===== config.mk =====
export PLATFORM = sky130hd
export DESIGN_NAME = rmq_sqrt
export DESIGN_NICKNAME = d
export VERILOG_FILES = /design/src/rtl/rmq_pkg.sv /design/src/rtl/rmq_sqrt.sv
export SDC_FILE = /design/constraint.sdc
export NUM_CORES = 2
export LEC_CHECK = 0
export BUFFER_PORTS_ARGS = -buffer_cell sky130_fd_sc_hd__buf_2
export CORE_MARGIN = 2
export CORE_UTILIZATION = 60
export CTS_BUF_LIST = sky130_fd_sc_hd__clkbuf_8
export CTS_CLUSTER_DIAMETER = 200
export DETAILED_ROUTE_END_ITERATION = 7
export GPL_TIMING_DRIVEN = 0
export HOLD_SLACK_MARGIN = 0.06
export PLACE_DENSITY_LB_ADDON = 0.15
export RECOVER_POWER = 25
export SLEW_MARGIN = 20
export SYNTH_ARGS = -nofsm -noshare
export SYNTH_HDL_FRONTEND = slang
export SYNTH_SLANG_ARGS = --single-unit

===== constraint.sdc =====
create_clock -name clk -period 3.2 [get_ports clk]
set_clock_uncertainty 0.05 [all_clocks]
set_input_delay 0.16 -clock clk [delete_from_list [all_inputs] [get_ports clk]]
set_output_delay 0.16 -clock clk [all_outputs]
set_load 0.01 [all_outputs]

===== src/rtl/rmq_pkg.sv =====
// ----------------------------------------------------------------------------
// rmq_pkg
// Shared types and constants of the rotation matrix to quaternion unit.
// ----------------------------------------------------------------------------
package rmq_pkg;

    localparam int ELEM_W = 16;
    localparam int D_W    = 17;
    localparam int QB     = 17;
    localparam int NSLOT  = 4;

    localparam logic [QB-1:0] POS_LIM = 17'd32767;
    localparam logic [QB-1:0] NEG_LIM = 17'd32768;

    typedef enum logic [1:0] {SLOT_W, SLOT_X, SLOT_Y, SLOT_Z} slot_t;

    typedef struct packed {
        logic                        bad;
        slot_t                       main;
        logic [NSLOT-1:0]            neg;
        logic [NSLOT-1:0][D_W-1:0]   mag;
        logic [ELEM_W-1:0]           main_val;
        logic                        main_ovf;
    } side_t;

endpackage


===== src/rtl/rmq_sqrt.sv =====
// ----------------------------------------------------------------------------
// rmq_sqrt
// Pipelined integer square root, one root bit per stage.
// ----------------------------------------------------------------------------
module rmq_sqrt
    import rmq_pkg::*;
#(
    parameter int RW = 16
)
(
    input  logic            clk,
    input  logic            rst_n,
    input  logic            in_valid,
    input  logic [2*RW-1:0] in_v,
    input  side_t           in_side,
    output logic            out_valid,
    output logic [RW-1:0]   out_root,
    output side_t           out_side
);

    localparam int VW = 2 * RW;

    logic [RW+1:0] rem_reg  [RW];
    logic [RW-1:0] root_reg [RW];
    logic [VW-1:0] v_reg    [RW];
    side_t         side_reg [RW];
    logic [RW-1:0] valid_reg;

    genvar s;
    generate
        for (s = 0; s < RW; s++)
        begin : g_stage
            logic [RW+1:0] rem_cur;
            logic [RW-1:0] root_cur;
            logic [VW-1:0] v_cur;
            side_t         side_cur;
            logic          valid_cur;
            logic [RW+1:0] rx;
            logic [RW+1:0] trial;
            logic [RW+1:0] rem_next;
            logic [RW-1:0] root_next;
            logic [VW-1:0] v_next;
            logic          ge;

            if (s == 0)
            begin : g_first
                assign rem_cur   = '0;
                assign root_cur  = '0;
                assign v_cur     = in_v;
                assign side_cur  = in_side;
                assign valid_cur = in_valid;
            end
            else
            begin : g_rest
                assign rem_cur   = rem_reg[s-1];
                assign root_cur  = root_reg[s-1];
                assign v_cur     = v_reg[s-1];
                assign side_cur  = side_reg[s-1];
                assign valid_cur = valid_reg[s-1];
            end

            assign rx        = {rem_cur[RW-1:0], v_cur[VW-1:VW-2]};
            assign trial     = {root_cur, 2'b01};
            assign ge        = (rx >= trial);
            assign rem_next  = ge ? (rx - trial) : rx;
            assign root_next = {root_cur[RW-2:0], ge};
            assign v_next    = {v_cur[VW-3:0], 2'b00};

            always_ff @(posedge clk or negedge rst_n)
            begin
                if (!rst_n)
                begin
                    valid_reg[s] <= 1'b0;
                end
                else
                begin
                    valid_reg[s] <= valid_cur;
                end
            end

            always_ff @(posedge clk)
            begin
                rem_reg[s]  <= rem_next;
                root_reg[s] <= root_next;
                v_reg[s]    <= v_next;
                side_reg[s] <= side_cur;
            end
        end
    endgenerate

    assign out_valid = valid_reg[RW-1];
    assign out_root  = root_reg[RW-1];
    assign out_side  = side_reg[RW-1];

endmodule


Word-level counts from Yosys, hierarchy flattened
Memory sizes are Yosys's and may differ from the RTL's.
Index checks and enable logic that the tools add are counted.
{"block": "totals", "register_bits": 16, "ramBits": 2496, "output_inout_bits": 109, "mem_count": 4}
{"memory": "side_reg", "words": 16, "word_bits": 92, "read_ports": 16, "rd_ports_with_merged_regs": 0, "wr": 16, "line": "rmq_sqrt.sv:26", "text": "side_t side_reg [RW];"}
{"memory": "v_reg", "words": 16, "word_bits": 30, "read_ports": 15, "rd_ports_with_merged_regs": 0, "wr": 16, "line": "rmq_sqrt.sv:25", "text": "logic [VW-1:0] v_reg [RW];"}
{"memory": "rem_reg", "words": 16, "word_bits": 18, "read_ports": 15, "rd_ports_with_merged_regs": 0, "wr": 16, "line": "rmq_sqrt.sv:23", "text": "logic [RW+1:0] rem_reg [RW];"}
{"memory": "root_reg", "words": 16, "word_bits": 16, "read_ports": 16, "rd_ports_with_merged_regs": 0, "wr": 16, "line": "rmq_sqrt.sv:24", "text": "logic [RW-1:0] root_reg [RW];"}
{"block": "classes", "add_sub_neg": 16, "magnitude_cmp": 16, "muxes": 16}
{"op": "$mux W18", "n": 16}
{"op": "$ge A18 B18 Y1", "n": 15}
{"op": "$sub A18 B18 Y18", "n": 15}
{"op": "$sub A2 B1 Y3 const B", "n": 1}
{"op": "$ge A2 B1 Y1 const B", "n": 1}

Depth between registers and ports, before layout
An unclocked memory read counts as a cell.
{"block": "logic_depth", "word_depth": 3, "mapped_depth": 11, "depth_no_buf": 9}

Least setup slack after synthesis
Ideal clock, no wire load.
{"block": "synth_timing", "path_type": "register -> register", "startpoint": "mem root_reg[13][0]", "endpoint": "mem rem_reg[14][10] in the netlist's numbering", "setup_ps": 121, "arrival_time_ps": 2223, "slack_ps": 806, "stages_incl_launch_ff": 11, "path_buffers": 1, "period_less_slack_ps": 2394, "path_cell_list": "dfxtp_1 > inv_1 > ha_1 > nand2b_1 > a211oi_1 > a211oi_1 > o21ai_1 > a31oi_1 > o2bb2ai_2 > buf_6 > mux2_2"}
{"element": "start: declaration", "line": "rmq_sqrt.sv:24"}
{"element": "end: declaration", "line": "rmq_sqrt.sv:23"}

==> results.py <==
metrics = {
    "route": {
        "vias": 25600,
        "routedWlPerCell_um": 14.0,
        "drc_errors": 0,
        "vias_per_cell": 4.50,
        "dr.pass1.iters": 6,
        "drt_iter0_drc": 934,
        "wl_mm": 79.8,
        "ant_nets": 0,
    },
    "setup_path": {
        "slowest_stage": "nor2_1",
        "cp_max_fo": 10,
        "critical_path_arrival_ps": 3600,
        "crit_type": "reg2reg",
        "start_kind": "register",
        "crit_chain": "inv_1 > ha_1 > o21a_1 > o311a_1 > o211ai_1 > a21boi_0 > nor2_1 > buf_2 > o21ai_0",
        "r2r_cells": 9,
        "required_ps": 3870,
        "cp.depth": 9,
        "endpoint_kind": "register",
        "max_stage_delay_ps": 520,
        "critical_path_buf_inv_count": 2,
        "cpLargestDelayFamily": "compound AO/OA/AOI/OAI gates",
    },
    "layout": {
        "nets": 4615,
        "area_growth_pct": 21.8,
        "post-route-util_pct": 73.6,
        "layout-drive-gt1-share_pct": 16.5,
        "nFillCells": 5160,
        "largest_reg_flops": 1472,
    },
    "grt": {
        "grt.busiest_layer": "met2",
        "global_route.usage.met1_pct": 18.3,
        "met3_usage_pct": 5.00,
        "antenna_found_initial": 3,
        "grt-ovfl-total": 0,
        "grtUsageMet2_pct": 34.3,
        "grt_pass1_wl_mm": 127,
        "track_usage_pct": 18.4,
        "first_global_vias": 26800,
        "grt_max_degree": 17,
    },
    "timing": {
        "worst_slew_pin_slew_ps": 712,
        "post-route-min-period_ps": 2930,
        "drv_slew": 0,
        "rsz0062_at_grt": "no",
        "fin_crit_sh_pct": 91.6,
        "hold_viol_final": 0,
        "max_freq_ghz": 0.341,
        "setup_viol": 0,
        "layout_setup_ws_ps": 269,
        "slew_headroom_pct": 52.3,
        "setup_tns_ps": 0,
    },
    "placement": {
        "pre_cts_ws_ps": 183,
        "port_buffers": 235,
        "dpl.hpwl_mm": 42.4,
        "place_congestion": 0.879,
    },
    "synth": {
        "yosysTopAreaCellShare_pct": 80.8,
        "synthXorXnorAreaFrac_pct": 2.63,
        "synth_edf_count": 0,
        "ys_warn_count": 0,
        "yosysSeqAreaShare_pct": 81.6,
        "synthAdderAreaFrac_pct": 3.70,
        "synth_mux_area_share_pct": 0.936,
        "async_reset_ff_share_pct": 0.766,
        "synth_compound_area_share_pct": 4.76,
        "synthTopCellsByArea": "dfxtp_1 (81%), ha_1 (3.7%), xor2_1 (1.3%)",
        "synthSimpleGateAreaFrac_pct": 4.81,
        "synth_nets": 3813,
        "yosys.cell_types.count": 76,
        "syn_avg_cell_area_sq_um": 14.5,
        "synthCells": 3534,
        "syn_area_sq_um": 51400,
        "ys_ff_latch": 2088,
        "synth_ff_type": "dfxtp_1",
        "synth_largest_area_cell": "dfxtp_1",
        "synth_top_family_by_area": "simple AND/OR/NAND/NOR gates",
    },
    "die": {
        "initial_utilization_pct": 60.4,
        "io_pins": 236,
        "rows": 107,
        "die_area_sq_um": 87900,
        "fp.dieH_um": 297,
        "core_sq_um": 85000,
        "die_w_um": 297,
    },
    "cts": {
        "cts-buffers-inserted": 312,
        "clock_path_buffers": 4,
        "clk_latency_ps": 920,
        "clk_pin_slew_ps": 60,
        "clockRootBuffer": "clkbuf_8",
        "cts_tree": "yes",
        "htree_levels": 5,
        "cts.sinks": 2088,
    },
    "hold_path": {
        "hold_path_class": "reg2reg",
        "hold_path_depth": 0,
    },
    "status": {
        "status": "finished, final reports clean",
    },
    "power": {
        "power_w": 0.0551,
        "p_switching_w": 0.0131,
        "comb_power_share_pct": 9.3,
        "p_per_area_nw_per_um2": 881,
        "p_leak_nw": 28.4,
        "switching_share_pct": 23.7,
        "p_int_w": 0.0421,
        "clkPwrFrac_pct": 37.2,
        "p_seq_share_pct": 53.5,
        "ir_drop_mv": 0.748,
    },
    "job": {
        "cap_violations": 0,
    },
}
[power groups by stage]
stage	clock network, W	logic, W	registers, W
2_1_floorplan	0	0.00380	0.0297
3_3_place_gp	0	0.00478	0.0299
3_5_place_dp	0	0.00484	0.0300
4_1_cts	0.0209	0.00513	0.0295
5_1_grt	0.0223	0.00580	0.0297
6_report	0.0205	0.00513	0.0295
[path summary, 6_finish.rpt]
check | from | endpoint | slack, ps
worst min register to register | side_reg[1][369] | side_reg[1][461] | 230
worst max-delay path | root_reg[10][1] | rem_reg[11][6] | 270
worst max register to register | root_reg[10][1] | rem_reg[11][6] | 270
min in group asynchronous | rst_n | out_valid | 350
max in group asynchronous | rst_n | g_stage[15].valid_cur | 2300
worst min-delay path | side_reg[1][369] | side_reg[1][461] | 230
[logic make-up (layout without fill, tap and decap cells)]
family / count (synthesis) / after routing
buf+inv: 208 / 1226
xor+xnor: 154 / 154
compound gates: 393 / 393
mux: 43 / 43
flops: 2088 / 2088
fa+ha+maj: 152 / 152
other cells: 1 / 3
simple gates: 495 / 495
[layout by cell type, fill, tap and decap left out, types with 7 or more instances in the layout]
cell           count
a21oi_1          138
buf_2            245
and2_1            13
inv_1            275
nor4_1            24
a211oi_1          11
o211ai_1           9
o31ai_1           13
nor2b_1           19
mux2_2            36
nand2b_1          28
dlygate4sd3_1    253
ha_1             152
nor2_1           145
a21o_1            30
dfrtp_1           16
clkbuf_8         391
clkinv_2          30
o21bai_1          11
a31oi_1            7
xnor2_1           75
clkinvlp_4         8
xor2_1            79
and3_1            12
a21boi_0           7
dfxtp_1         2072
nand2_1          107
o21ai_0           97
clkbuf_1           9
nand4_1           16
nand3_1           24
o21a_1            26
nor3_1            54
or3_1             14
[stage by stage]
step                hold slack [ps]  area, sq um  cells
floorplan                      -186        51400   3534
global placement               27.8        54000   4913
detailed placement             30.1        54000   4913
CTS                             212        62600   5696
global route                    227        62600   5698
finish                          226        62600   5698
[metal layers]
metal  share of wire [%]  wire [um]
met5               0.014         11
met4                 3.9       3150
met1                  38      30700
met2                  54      42800
met3                 4.0       3200
[cell usage after synthesis, types with 4 or more instances]
| cell type | number |
|---|---|
| or4_1 | 6 |
| xnor2_1 | 75 |
| clkbuf_1 | 10 |
| a31oi_1 | 7 |
| nor4b_1 | 6 |
| or2_2 | 5 |
| nand4_1 | 16 |
| nor4_1 | 24 |
| xor2_1 | 79 |
| inv_1 | 182 |
| o31ai_1 | 13 |
| and2_1 | 13 |
| ha_1 | 152 |
| nand2_1 | 107 |
| o211ai_1 | 9 |
| o21bai_1 | 11 |
| a211oi_1 | 11 |
| o31a_1 | 4 |
| a211o_1 | 4 |
| o41ai_1 | 6 |
| dfxtp_1 | 2072 |
| nor2b_1 | 19 |
| nand2b_1 | 28 |
| o21a_1 | 26 |
| nor3_1 | 54 |
| nor2_1 | 145 |
| mux2i_1 | 6 |
| mux2_2 | 36 |
| buf_2 | 10 |
| dfrtp_1 | 16 |
| or3_1 | 14 |
| a21boi_0 | 7 |
| o21ai_0 | 97 |
| a21oi_1 | 138 |
| and3_1 | 12 |
| a21o_1 | 30 |
| nand3_1 | 24 |
| nand3b_1 | 4 |
[cell type report]
class	instances	area [sq um]	area share, %
Sequential cell	2088	41900	66.9
Multi-Input combinational cell	1238	8660	13.8
Clock buffer	391	5380	8.60
Timing Repair Buffer	488	3710	5.93
Tap cell	1144	1430	2.29
Inverter	183	687	1.10
Clock inverter	139	674	1.08
Buffer	25	134	0.214
Antenna cell	2	5.00	0.00800
[timing repair]
item,4_1_cts,5_1_grt
hold buffers,253,0
buffers inserted,0,0
resized for setup,0,2
endpoints found under the setup margin,0,1
endpoints found under the hold margin,142,0
Note: power is estimated with default switching activity, not from simulation.
